$ cat src/design/ssph_pkg.sv
`default_nettype none

package ssph_pkg;

  // Input item kinds
  localparam logic KIND_TIMER  = 1'b0;
  localparam logic KIND_PACKET = 1'b1;

  localparam logic [7:0] BROADCAST_ADDR    = 8'h00;
  localparam logic [7:0] OWN_ADDRESS_RESET = 8'd9;

  // Broadcast commands
  localparam logic [7:0] CMD_START  = 8'h02;
  localparam logic [7:0] CMD_STOP   = 8'h05;
  localparam logic [7:0] CMD_TEST   = 8'h08;
  localparam logic [7:0] CMD_RESET  = 8'h09;
  // Addressed commands
  localparam logic [7:0] CMD_READ   = 8'h03;
  localparam logic [7:0] CMD_RESEND = 8'h13;
  localparam logic [7:0] CMD_CONFIG = 8'h06;

  localparam logic [7:0] ACK_OK = 8'h01;

  typedef enum logic [2:0] {
    OP_NONE,
    OP_SAMPLE,
    OP_TEST,
    OP_READ,
    OP_RESEND,
    OP_ACK
  } op_t;

  typedef enum logic [1:0] {
    PUSH_HI,
    PUSH_LO,
    PUSH_TEST
  } push_sel_t;

  typedef enum logic [1:0] {
    HDR_B0,
    HDR_B1,
    HDR_B2
  } hdr_sel_t;

  typedef struct packed {
    logic      accept;
    logic      push;
    push_sel_t push_sel;
    logic      pop;
    logic      drain;
    logic      clr_pairs;
    logic      wr_hi;
    logic      wr_lo;
    logic      hdr_wr;
    hdr_sel_t  hdr_idx;
    logic      send_init;
    logic      send_rd;
    logic      send_ld;
    op_t       op;
  } dp_cmd_t;

  typedef struct packed {
    op_t  op;
    logic fill_ge2;
    logic pairs_done;
    logic out_free;
    logic send_last;
  } dp_stat_t;

endpackage

`default_nettype wire

$ cat src/design/ssph_item_if.sv
`default_nettype none

interface ssph_item_if;
  logic        valid;
  logic        ready;
  logic        kind;
  logic [11:0] sample;
  logic [7:0]  dest_address;
  logic [7:0]  command;
  logic [7:0]  new_ratio;

  modport source (output valid, kind, sample, dest_address, command, new_ratio,
                  input ready);
  modport sink (input valid, kind, sample, dest_address, command, new_ratio,
                output ready);
endinterface

`default_nettype wire

$ cat src/design/ssph_result_if.sv
`default_nettype none

interface ssph_result_if;
  logic       valid;
  logic       ready;
  logic [7:0] tx_byte;
  logic       last;

  modport source (output valid, tx_byte, last, input ready);
  modport sink (input valid, tx_byte, last, output ready);
endinterface

`default_nettype wire

$ cat src/design/ssph_ctrl.sv
`default_nettype none

module ssph_ctrl
  import ssph_pkg::*;
(
  input  logic     clk,
  input  logic     rst,
  input  logic     item_valid,
  output logic     item_ready,
  input  dp_stat_t stat,
  output dp_cmd_t  cmd
);

  typedef enum logic [11:0] {
    S_IDLE    = 12'b0000_0000_0001,
    S_PUSH_HI = 12'b0000_0000_0010,
    S_PUSH_LO = 12'b0000_0000_0100,
    S_TEST    = 12'b0000_0000_1000,
    S_RD_CHK  = 12'b0000_0001_0000,
    S_RD_HI   = 12'b0000_0010_0000,
    S_RD_LO   = 12'b0000_0100_0000,
    S_HDR0    = 12'b0000_1000_0000,
    S_HDR1    = 12'b0001_0000_0000,
    S_HDR2    = 12'b0010_0000_0000,
    S_SEND_RD = 12'b0100_0000_0000,
    S_SEND_LD = 12'b1000_0000_0000
  } state_t;

  state_t state, state_next;
  op_t    op_q, op_q_next;

  assign item_ready = (state == S_IDLE);

  always_comb begin
    cmd        = '0;
    cmd.op     = op_q;
    state_next = state;
    op_q_next  = op_q;
    unique case (state)
      S_IDLE: begin
        if (item_valid) begin
          cmd.accept = 1'b1;
          cmd.op     = stat.op;
          op_q_next  = stat.op;
          unique case (stat.op)
            OP_SAMPLE: state_next = S_PUSH_HI;
            OP_TEST:   state_next = S_TEST;
            OP_READ: begin
              cmd.clr_pairs = 1'b1;
              state_next    = S_RD_CHK;
            end
            OP_RESEND: begin
              cmd.send_init = 1'b1;
              state_next    = S_SEND_RD;
            end
            OP_ACK:    state_next = S_HDR0;
            default:   state_next = S_IDLE;
          endcase
        end
      end
      S_PUSH_HI: begin
        cmd.push     = 1'b1;
        cmd.push_sel = PUSH_HI;
        state_next   = S_PUSH_LO;
      end
      S_PUSH_LO: begin
        cmd.push     = 1'b1;
        cmd.push_sel = PUSH_LO;
        state_next   = S_IDLE;
      end
      S_TEST: begin
        cmd.push     = 1'b1;
        cmd.push_sel = PUSH_TEST;
        state_next   = S_HDR0;
      end
      S_RD_CHK: begin
        // stop on a full packet, drop a short tail and close the packet, or pop a pair
        priority if (stat.pairs_done) begin
          state_next = S_HDR0;
        end else if (!stat.fill_ge2) begin
          cmd.drain  = 1'b1;
          state_next = S_HDR0;
        end else begin
          cmd.pop    = 1'b1;
          state_next = S_RD_HI;
        end
      end
      S_RD_HI: begin
        cmd.wr_hi  = 1'b1;
        cmd.pop    = 1'b1;
        state_next = S_RD_LO;
      end
      S_RD_LO: begin
        cmd.wr_lo  = 1'b1;
        state_next = S_RD_CHK;
      end
      S_HDR0: begin
        cmd.hdr_wr  = 1'b1;
        cmd.hdr_idx = HDR_B0;
        state_next  = S_HDR1;
      end
      S_HDR1: begin
        cmd.hdr_wr  = 1'b1;
        cmd.hdr_idx = HDR_B1;
        state_next  = S_HDR2;
      end
      S_HDR2: begin
        cmd.hdr_wr    = 1'b1;
        cmd.hdr_idx   = HDR_B2;
        cmd.send_init = 1'b1;
        state_next    = S_SEND_RD;
      end
      S_SEND_RD: begin
        cmd.send_rd = 1'b1;
        state_next  = S_SEND_LD;
      end
      S_SEND_LD: begin
        if (stat.out_free) begin
          cmd.send_ld = 1'b1;
          state_next  = stat.send_last ? S_IDLE : S_SEND_RD;
        end
      end
      default: state_next = S_IDLE;
    endcase
  end

  always_ff @(posedge clk) begin
    if (rst) begin
      state <= S_IDLE;
      op_q  <= OP_NONE;
    end else begin
      state <= state_next;
      op_q  <= op_q_next;
    end
  end

endmodule

`default_nettype wire

$ cat src/design/ssph_dp.sv
`default_nettype none

module ssph_dp
  import ssph_pkg::*;
#(
  parameter int FIFO_DEPTH         = 120,
  parameter int SAMPLES_PER_PACKET = 13
) (
  input  logic        clk,
  input  logic        rst,
  input  logic        cfg_wr_en,
  input  logic [7:0]  cfg_wr_data,
  input  logic        item_kind,
  input  logic [11:0] item_sample,
  input  logic [7:0]  item_dest_address,
  input  logic [7:0]  item_command,
  input  logic [7:0]  item_new_ratio,
  input  logic        result_ready,
  output logic        result_valid,
  output logic [7:0]  result_tx_byte,
  output logic        result_last,
  input  dp_cmd_t     cmd,
  output dp_stat_t    stat
);

  localparam int PAIR_BYTES = 2 * SAMPLES_PER_PACKET;
  localparam int PKT_MAX    = PAIR_BYTES + 3;
  localparam int PTR_W      = $clog2(FIFO_DEPTH);
  localparam int FILL_W     = $clog2(FIFO_DEPTH + 1);
  localparam int PA_W       = $clog2(PKT_MAX);
  localparam int PL_W       = $clog2(PKT_MAX + 1);
  localparam int CNT_W      = $clog2(PAIR_BYTES + 1);

  logic [7:0]        own_address;
  logic              acquiring;
  logic [7:0]        prescale_count;
  logic [7:0]        overflow_ratio;
  logic [7:0]        test_counter;
  logic [PTR_W-1:0]  write_pos;
  logic [PTR_W-1:0]  read_pos;
  logic [FILL_W-1:0] fill_count;
  logic [CNT_W-1:0]  pair_bytes;
  logic [PL_W-1:0]   packet_length;
  logic [PA_W-1:0]   send_idx;
  logic [PL_W-1:0]   send_len;
  logic [11:0]       sample_q;

  logic [7:0] sample_store [FIFO_DEPTH];
  logic [7:0] packet_store [PKT_MAX];
  logic [7:0] fifo_rdata;
  logic [7:0] pkt_rdata;

  logic       is_bcast;
  logic       is_addressed;
  logic       take;
  logic [7:0] push_data;
  logic [7:0] fill_byte;
  logic [7:0] hdr_data;
  logic [PA_W-1:0] pkt_wr_addr;
  logic [7:0]      pkt_wr_data;
  logic            pkt_wr_en;

  function automatic logic [PTR_W-1:0] ptr_inc(input logic [PTR_W-1:0] p);
    return (p == PTR_W'(FIFO_DEPTH - 1)) ? '0 : p + PTR_W'(1);
  endfunction

  // Decode the item on the input channel
  assign is_bcast     = (item_dest_address == BROADCAST_ADDR);
  assign is_addressed = (item_dest_address == own_address);
  assign take         = acquiring && ((overflow_ratio == '0) || (prescale_count == '0));

  always_comb begin
    stat.op         = OP_NONE;
    stat.fill_ge2   = (fill_count >= FILL_W'(2));
    stat.pairs_done = (pair_bytes == CNT_W'(PAIR_BYTES));
    stat.out_free   = !result_valid || result_ready;
    stat.send_last  = ((PL_W'(send_idx) + PL_W'(1)) == send_len);
    priority if (item_kind == KIND_TIMER) begin
      stat.op = take ? OP_SAMPLE : OP_NONE;
    end else if (is_bcast && (item_command == CMD_TEST)) begin
      stat.op = OP_TEST;
    end else if (is_addressed && (item_command == CMD_READ)) begin
      stat.op = OP_READ;
    end else if (is_addressed && (item_command == CMD_RESEND) && (packet_length != '0)) begin
      stat.op = OP_RESEND;
    end else if (is_addressed && (item_command == CMD_CONFIG)) begin
      stat.op = OP_ACK;
    end else begin
      stat.op = OP_NONE;
    end
  end

  always_comb begin
    unique case (cmd.push_sel)
      PUSH_HI:   push_data = {4'h0, sample_q[11:8]};
      PUSH_LO:   push_data = sample_q[7:0];
      PUSH_TEST: push_data = test_counter;
      default:   push_data = test_counter;
    endcase
  end

  assign fill_byte = 8'(fill_count);

  always_comb begin
    hdr_data = own_address;
    unique case (cmd.hdr_idx)
      HDR_B0: hdr_data = own_address;
      HDR_B1: begin
        unique case (cmd.op)
          OP_READ: hdr_data = {4'h0, fill_byte[6:3]};
          OP_TEST: hdr_data = fill_byte;
          default: hdr_data = CMD_CONFIG;
        endcase
      end
      HDR_B2: begin
        unique case (cmd.op)
          OP_READ: hdr_data = 8'(pair_bytes);
          OP_TEST: hdr_data = test_counter;
          default: hdr_data = ACK_OK;
        endcase
      end
      default: hdr_data = own_address;
    endcase
  end

  always_comb begin
    pkt_wr_en   = cmd.wr_hi || cmd.wr_lo || cmd.hdr_wr;
    pkt_wr_addr = PA_W'(cmd.hdr_idx);
    pkt_wr_data = hdr_data;
    priority if (cmd.wr_hi) begin
      pkt_wr_addr = PA_W'(pair_bytes) + PA_W'(3);
      pkt_wr_data = fifo_rdata;
    end else if (cmd.wr_lo) begin
      pkt_wr_addr = PA_W'(pair_bytes) + PA_W'(4);
      pkt_wr_data = fifo_rdata;
    end else begin
      pkt_wr_addr = PA_W'(cmd.hdr_idx);
      pkt_wr_data = hdr_data;
    end
  end

  // Memories
  always_ff @(posedge clk) begin
    if (cmd.push) begin
      sample_store[write_pos] <= push_data;
    end
    if (cmd.pop) begin
      fifo_rdata <= sample_store[read_pos];
    end
    if (pkt_wr_en) begin
      packet_store[pkt_wr_addr] <= pkt_wr_data;
    end
    if (cmd.send_rd) begin
      pkt_rdata <= packet_store[send_idx];
    end
  end

  always_ff @(posedge clk) begin
    if (cmd.accept) begin
      sample_q <= item_sample;
    end
    if (cmd.send_ld) begin
      result_tx_byte <= pkt_rdata;
      result_last    <= stat.send_last;
    end
  end

  // Control state
  always_ff @(posedge clk) begin
    if (rst) begin
      own_address    <= OWN_ADDRESS_RESET;
      acquiring      <= 1'b0;
      prescale_count <= '0;
      overflow_ratio <= '0;
      test_counter   <= '0;
      write_pos      <= '0;
      read_pos       <= '0;
      fill_count     <= '0;
      pair_bytes     <= '0;
      packet_length  <= '0;
      send_idx       <= '0;
      send_len       <= '0;
      result_valid   <= 1'b0;
    end else begin
      if (cfg_wr_en) begin
        own_address <= cfg_wr_data;
      end

      if (cmd.accept) begin
        if (item_kind == KIND_TIMER) begin
          if (acquiring && (overflow_ratio != '0)) begin
            prescale_count <= (prescale_count == '0) ? overflow_ratio
                                                     : prescale_count - 8'd1;
          end
        end else begin
          if (is_bcast) begin
            unique case (item_command)
              CMD_START: acquiring <= 1'b1;
              CMD_STOP:  acquiring <= 1'b0;
              CMD_RESET: begin
                acquiring  <= 1'b0;
                write_pos  <= '0;
                read_pos   <= '0;
                fill_count <= '0;
              end
              default: ;
            endcase
          end
          if (is_addressed && (item_command == CMD_CONFIG)) begin
            overflow_ratio <= item_new_ratio;
          end
        end
      end

      // FIFO pointers; push, pop and drain never coincide
      priority if (cmd.push) begin
        write_pos <= ptr_inc(write_pos);
        if (fill_count == FILL_W'(FIFO_DEPTH)) begin
          read_pos <= ptr_inc(read_pos);
        end else begin
          fill_count <= fill_count + FILL_W'(1);
        end
      end else if (cmd.pop) begin
        read_pos   <= ptr_inc(read_pos);
        fill_count <= fill_count - FILL_W'(1);
      end else if (cmd.drain) begin
        if (fill_count != '0) begin
          read_pos <= ptr_inc(read_pos);
        end
        fill_count <= '0;
      end

      if (cmd.clr_pairs) begin
        pair_bytes <= '0;
      end else if (cmd.wr_lo) begin
        pair_bytes <= pair_bytes + CNT_W'(2);
      end

      if (cmd.hdr_wr && (cmd.hdr_idx == HDR_B2)) begin
        if (cmd.op == OP_READ) begin
          packet_length <= PL_W'(pair_bytes) + PL_W'(3);
        end
        if (cmd.op == OP_TEST) begin
          test_counter <= test_counter + 8'd1;
        end
      end

      if (cmd.send_init) begin
        send_idx <= '0;
        unique case (cmd.op)
          OP_READ:   send_len <= PL_W'(pair_bytes) + PL_W'(3);
          OP_RESEND: send_len <= packet_length;
          default:   send_len <= PL_W'(3);
        endcase
      end else if (cmd.send_ld) begin
        send_idx <= send_idx + PA_W'(1);
      end

      if (cmd.send_ld) begin
        result_valid <= 1'b1;
      end else if (result_ready) begin
        result_valid <= 1'b0;
      end
    end
  end

endmodule

`default_nettype wire

$ cat src/design/sensor_sample_packet_handler.sv
`default_nettype none

// Sensor sample packet handler. Timer items carry one 12-bit ADC sample; while
// acquiring, the overflow-ratio prescaler picks which samples enter a byte FIFO
// of FIFO_DEPTH entries as a high nibble then a low byte, overwriting the
// oldest byte when full. Radio packet items carry broadcast commands (start,
// stop, test push, FIFO reset) or commands addressed to own_address (read up
// to SAMPLES_PER_PACKET samples, re-send the stored packet at the last read's
// length, set the ratio and acknowledge). Each transmitted packet leaves as one
// result request per byte, with last set on the final byte. One item is worked
// on at a time: the input is ready only while the controller idles. An item
// that neither pushes nor replies is done once accepted (start, stop, reset, a
// timer item ignored or skipped by the prescaler, an unknown command, another
// destination, a re-send with nothing stored). A pushing timer item writes the
// high then the low byte to the FIFO; a test push writes its byte, an
// acknowledge nothing, and a read each sample pair in turn, before the three
// header bytes. Then each packet byte (29 for a full read with the defaults) is
// read from the packet memory and loaded into the output register; a re-send
// starts here. The sample FIFO memory and the packet memory each have a single
// read port; stalls on the result channel hold the send. The output register
// lets the next item be accepted while the last byte still waits. own_address
// may be written only while the block is idle. No memory clearing pass runs
// after reset.

module sensor_sample_packet_handler
  import ssph_pkg::*;
#(
  parameter int FIFO_DEPTH         = 120,
  parameter int SAMPLES_PER_PACKET = 13
) (
  input  logic        clk,
  input  logic        rst,
  input  logic        cfg_wr_en,
  input  logic [7:0]  cfg_wr_data,
  ssph_item_if.sink   item,
  ssph_result_if.source result
);

  dp_cmd_t  cmd;
  dp_stat_t stat;
  logic     item_ready;

  assign item.ready = item_ready;

  // Sequence each request: dispatch on the decoded op, FIFO moves, header writes, byte send
  ssph_ctrl u_ctrl (
    .clk        (clk),
    .rst        (rst),
    .item_valid (item.valid),
    .item_ready (item_ready),
    .stat       (stat),
    .cmd        (cmd)
  );

  // Hold the FIFO, packet store, prescaler and output register
  ssph_dp #(
    .FIFO_DEPTH         (FIFO_DEPTH),
    .SAMPLES_PER_PACKET (SAMPLES_PER_PACKET)
  ) u_dp (
    .clk               (clk),
    .rst               (rst),
    .cfg_wr_en         (cfg_wr_en),
    .cfg_wr_data       (cfg_wr_data),
    .item_kind         (item.kind),
    .item_sample       (item.sample),
    .item_dest_address (item.dest_address),
    .item_command      (item.command),
    .item_new_ratio    (item.new_ratio),
    .result_ready      (result.ready),
    .result_valid      (result.valid),
    .result_tx_byte    (result.tx_byte),
    .result_last       (result.last),
    .cmd               (cmd),
    .stat              (stat)
  );

endmodule

`default_nettype wire

$ cat src/flat_wrapper.sv
// flat-port wrapper written by rule: the top's interface ports become plain ports
module sensor_sample_packet_handler_flat import ssph_pkg::*;
#(
  parameter int FIFO_DEPTH         = 120,
  parameter int SAMPLES_PER_PACKET = 13
)
  (clk, rst, cfg_wr_en, cfg_wr_data, item_valid, item_kind, item_sample, item_dest_address, item_command, item_new_ratio, item_ready, result_valid, result_tx_byte, result_last, result_ready);
  ssph_item_if item_i ();
  ssph_result_if result_i ();
  input  logic clk;
  input  logic rst;
  input  logic cfg_wr_en;
  input  logic [7:0] cfg_wr_data;
  input wire logic [$bits(item_i.valid)-1:0] item_valid;
  input wire logic [$bits(item_i.kind)-1:0] item_kind;
  input wire logic [$bits(item_i.sample)-1:0] item_sample;
  input wire logic [$bits(item_i.dest_address)-1:0] item_dest_address;
  input wire logic [$bits(item_i.command)-1:0] item_command;
  input wire logic [$bits(item_i.new_ratio)-1:0] item_new_ratio;
  output wire logic [$bits(item_i.ready)-1:0] item_ready;
  output wire logic [$bits(result_i.valid)-1:0] result_valid;
  output wire logic [$bits(result_i.tx_byte)-1:0] result_tx_byte;
  output wire logic [$bits(result_i.last)-1:0] result_last;
  input wire logic [$bits(result_i.ready)-1:0] result_ready;
  assign item_i.valid = item_valid;
  assign item_i.kind = item_kind;
  assign item_i.sample = item_sample;
  assign item_i.dest_address = item_dest_address;
  assign item_i.command = item_command;
  assign item_i.new_ratio = item_new_ratio;
  assign item_ready = item_i.ready;
  assign result_valid = result_i.valid;
  assign result_tx_byte = result_i.tx_byte;
  assign result_last = result_i.last;
  assign result_i.ready = result_ready;
  sensor_sample_packet_handler #(.FIFO_DEPTH(FIFO_DEPTH), .SAMPLES_PER_PACKET(SAMPLES_PER_PACKET)) u_core (.clk(clk), .rst(rst), .cfg_wr_en(cfg_wr_en), .cfg_wr_data(cfg_wr_data), .item(item_i), .result(result_i));
endmodule
$ cat config.mk
export PLATFORM = sky130hd
export DESIGN_NAME = sensor_sample_packet_handler_flat
export DESIGN_NICKNAME = d
export VERILOG_FILES = /design/src/design/ssph_pkg.sv /design/src/design/ssph_item_if.sv /design/src/design/ssph_result_if.sv /design/src/design/ssph_ctrl.sv /design/src/design/ssph_dp.sv /design/src/design/sensor_sample_packet_handler.sv /design/src/flat_wrapper.sv
export SDC_FILE = /design/constraint.sdc
export NUM_CORES = 2
export LEC_CHECK = 0
export BUFFER_PORTS_ARGS = -buffer_cell sky130_fd_sc_hd__buf_4
export CAP_MARGIN = 5
export CELL_PAD_IN_SITES_DETAIL_PLACEMENT = 1
export CELL_PAD_IN_SITES_GLOBAL_PLACEMENT = 2
export CORE_MARGIN = 2
export CORE_UTILIZATION = 47
export CTS_BUF_LIST = sky130_fd_sc_hd__clkbuf_4 sky130_fd_sc_hd__clkbuf_8
export DETAILED_ROUTE_END_ITERATION = 10
export GPL_ROUTABILITY_DRIVEN = 0
export PLACE_DENSITY = 0.78
export SYNTH_ARGS = -nofsm -noshare
export SYNTH_HDL_FRONTEND = slang
export SYNTH_SLANG_ARGS = --single-unit
$ cat constraint.sdc
create_clock -name clk -period 4.01 [get_ports clk]
set_input_delay 0.6015 -clock clk [delete_from_list [all_inputs] [get_ports clk]]
set_output_delay 0.6015 -clock clk [all_outputs]
set_load 0.1 [all_outputs]
==> reports/metrics.cfg <==
[status]
status = finished, final reports clean

[cts]
clkSlewWorstSetupHoldPaths_ns = 0.06
cts.sinks = 1318
h-tree-depth = 4
tritoncts = done
cts.repair.resized = 0
cts_setup_buffers = 0
numCtsBuffers = 211
clkLatencyLatePin_ns = 0.90
clockBufferDepth = 3
root_buffer = clkbuf_8

[flow_run]
cap_violations = 0

[floorplan]
core-area_mm2 = 0.112
die_w_um = 340
die_h_um = 340
die_area_mm2 = 0.115
ios = 61
std_cell_rows = 123
start_util_pct = 47.2

[global_routing]
grt_pass1_wl_mm = 199
grt_pass1_vias = 30000
met2_usage_pct = 37.6
gr-usage-met1_pct = 32.3
grt-ovfl-total = 0
antenna_found_initial = 7
gr-max-usage-layer = met2
grtUsageTotal_pct = 23.2
grt_max_degree = 121
grt_use_met3_pct = 3.95

[finish]
drive_above_1_share_pct = 30.3
area_delta_synth_final_pct = 14.4
layout.cells.non_filler = 4714
layout.nets = 3104

[critical_path]
reg2reg_to = u_core.u_dp.packet_store[10][1]
worstPathRequired_ns = 4.58
arrival_ns = 3.97
ff2ff_path_depth = 9
worstSetupPathType = reg2reg
reg2reg_from = u_core.u_ctrl.state[1]
r2r_slack_ns = 0.61
start_kind = flip-flop
cp_max_fo = 33
end_kind = flip-flop

[min_path]
min-delay-start = cfg_wr_en
worstHoldPathCells = 3
hold_end = u_core.u_dp.own_address[6]
hold_class = in2reg

[placement]
dpl.hpwl_mm = 82.7
io_buffers = 60
placed_cells = 4291

[logic_synthesis]
synth_most_common_cell = edfxtp_1
async_reset_ff_share_pct = 0
synth.distinct_cells = 77
synth_common_cells = edfxtp_1, mux4_2, nor2_1, nand2_1, clkbuf_1
synthTopCellsByArea = edfxtp_1, mux4_2, dfxtp_1
synth_area_mm2 = 0.0530
synth-main-ff-cell = edfxtp_1
synth_edf_count = 1229
synthCells = 2732
synth-simple-area-share_pct = 5.09
synth_top_area_share_pct = 69.7
ys_seq_area_share_pct = 73.1
synth-warning-count = 0
synth-compound-area-share_pct = 2.61
synth_xor_area_share_pct = 0.595
synth-adder-area-share_pct = 0.378
synth_nets = 2798
syn_area_per_cell_um2 = 19.4
yosysTopAreaCell = edfxtp_1
synthMuxAreaShare_pct = 16.8
synth_top_family_by_area = multiplexers
synth.ff_latch_count = 1318

[power_and_ir_drop]
ir_worst_vdd_mv = 0.379
total_power_mw = 26.4
powerDensity_mw_per_mm2 = 436
p_leak_nw = 18.4

[timing]
fmax_mhz = 294
skew_ns = 0.0424
holdWs_ns = 0.0949
fin_crit_ns = 3.40
hold_violations = 0
slew-limit-headroom_pct = 29.7
tns_ns = 0
finalCritPeriodShare_pct = 84.8
rsz0062_at_grt = false
worst_pin_slew_ns = 1.05
drv_slew = 0
setup_violations = 0

[drt]
routed_wirelength_mm = 132
num_vias = 27800
viasPerCell = 5.91
wl_per_cell_um = 27.9
dr.pass1.iters = 5
drc_errors = 0
drt_iter0_markers = 2437
ant_nets = 0

placed cells by master (no fill, tap or decap), types with 18 or more instances in the layout:
| cell type | netlist | routed |
|---|---|---|
| buf_12 | 0 | 21 |
| nand2_1 | 101 | 97 |
| o21ai_0 | 38 | 35 |
| nor2_1 | 226 | 226 |
| xnor2_1 | 24 | 24 |
| mux4_2 | 369 | 369 |
| clkinv_2 | 0 | 22 |
| clkinv_1 | 0 | 67 |
| dfxtp_1 | 89 | 84 |
| edfxtp_1 | 1229 | 1229 |
| dlygate4sd3_1 | 0 | 34 |
| mux2_2 | 18 | 18 |
| clkbuf_4 | 0 | 69 |
| clkbuf_8 | 0 | 212 |
| mux2i_1 | 38 | 38 |
| a21oi_1 | 60 | 58 |
| buf_4 | 3 | 195 |
| nand3_1 | 35 | 35 |
| nor3_1 | 32 | 32 |
| inv_1 | 30 | 29 |
cell families after synthesis:
logic type	Yosys count
simple gates	542
flops	1318
xor+xnor	36
compound gates	208
mux	425
fa+ha+maj	16
buf+inv	187
per-layer routing:
| metal | wire [µm] | share of wire (%) |
|---|---|---|
| met1 | 55700 | 42 |
| met2 | 64400 | 49 |
| met3 | 7890 | 6.0 |
| met4 | 3540 | 2.7 |
| met5 | 23 | 0.017 |
repair_timing:
action                                 CTS  global route
endpoints found under the hold margin   32             0
hold buffers                            34             0
setup endpoints to repair                0             0
area by class of cell:
type	count	area (µm²)
Fill cell	9938	51600
Sequential cell	1318	38700
Multi-Input combinational cell	1227	13600
Clock buffer	281	3440
Timing Repair Buffer	250	2220
Tap cell	1500	1880
Clock inverter	107	627
Inverter	30	115
Antenna cell	1	2.50
metrics by stage:
step	area [µm²]	util, %	worst slack, ns
after global routing	60600	54.0	0.366
after detailed placement	56200	50.1	0.660
after CTS	60600	54.0	0.634
after floorplan	53000	-	0.179
after global placement	56200	50.1	0.733
final	60600	54.0	0.609
flip-flops by register name, indices dropped and copies added (netlist names), 12 cells and up:
name / flops
u_core.u_dp.sample_store: 960
u_core.u_dp.packet_store: 232
u_core.u_ctrl.state: 12
u_core.u_dp.sample_q: 12
power breakdown:
group | leakage [nW] | internal [mW] | switching [mW]
sequential | 11.2 | 14.9 | 0.0154
clock | 2.14 | 5.84 | 5.28
combinational | 5.03 | 0.0954 | 0.207
total | 18.4 | 20.9 | 5.50
critical path, stage by stage, from the launching register on:
cell,delay [ns]
dfxtp_1,0.43
nor4b_1,0.56
and4_1,0.44
nor2_1,0.11
a31oi_2,0.16
buf_4,0.38
mux2_2,0.38
o21ai_0,0.20
a31oi_2,0.12
buf_4,0.27
worst max-delay path by stage:
stage	from	endpoint	slack (ns)	depth (start not counted)
floorplan	u_core.u_ctrl.state[1]	u_core.u_dp.packet_store[0][7]	0.18	10
global placement	item_dest_address[0]	u_core.u_dp.packet_store[26][6]	0.73	9
detailed placement	u_core.u_ctrl.state[1]	u_core.u_dp.packet_store[0][1]	0.66	9
CTS	u_core.u_ctrl.state[1]	u_core.u_dp.packet_store[10][1]	0.63	9
global route	u_core.u_ctrl.state[0]	u_core.u_dp.packet_store[10][1]	0.37	9
finish	u_core.u_ctrl.state[1]	u_core.u_dp.packet_store[10][1]	0.61	9
Note: power is estimated with default switching activity, not from simulation.
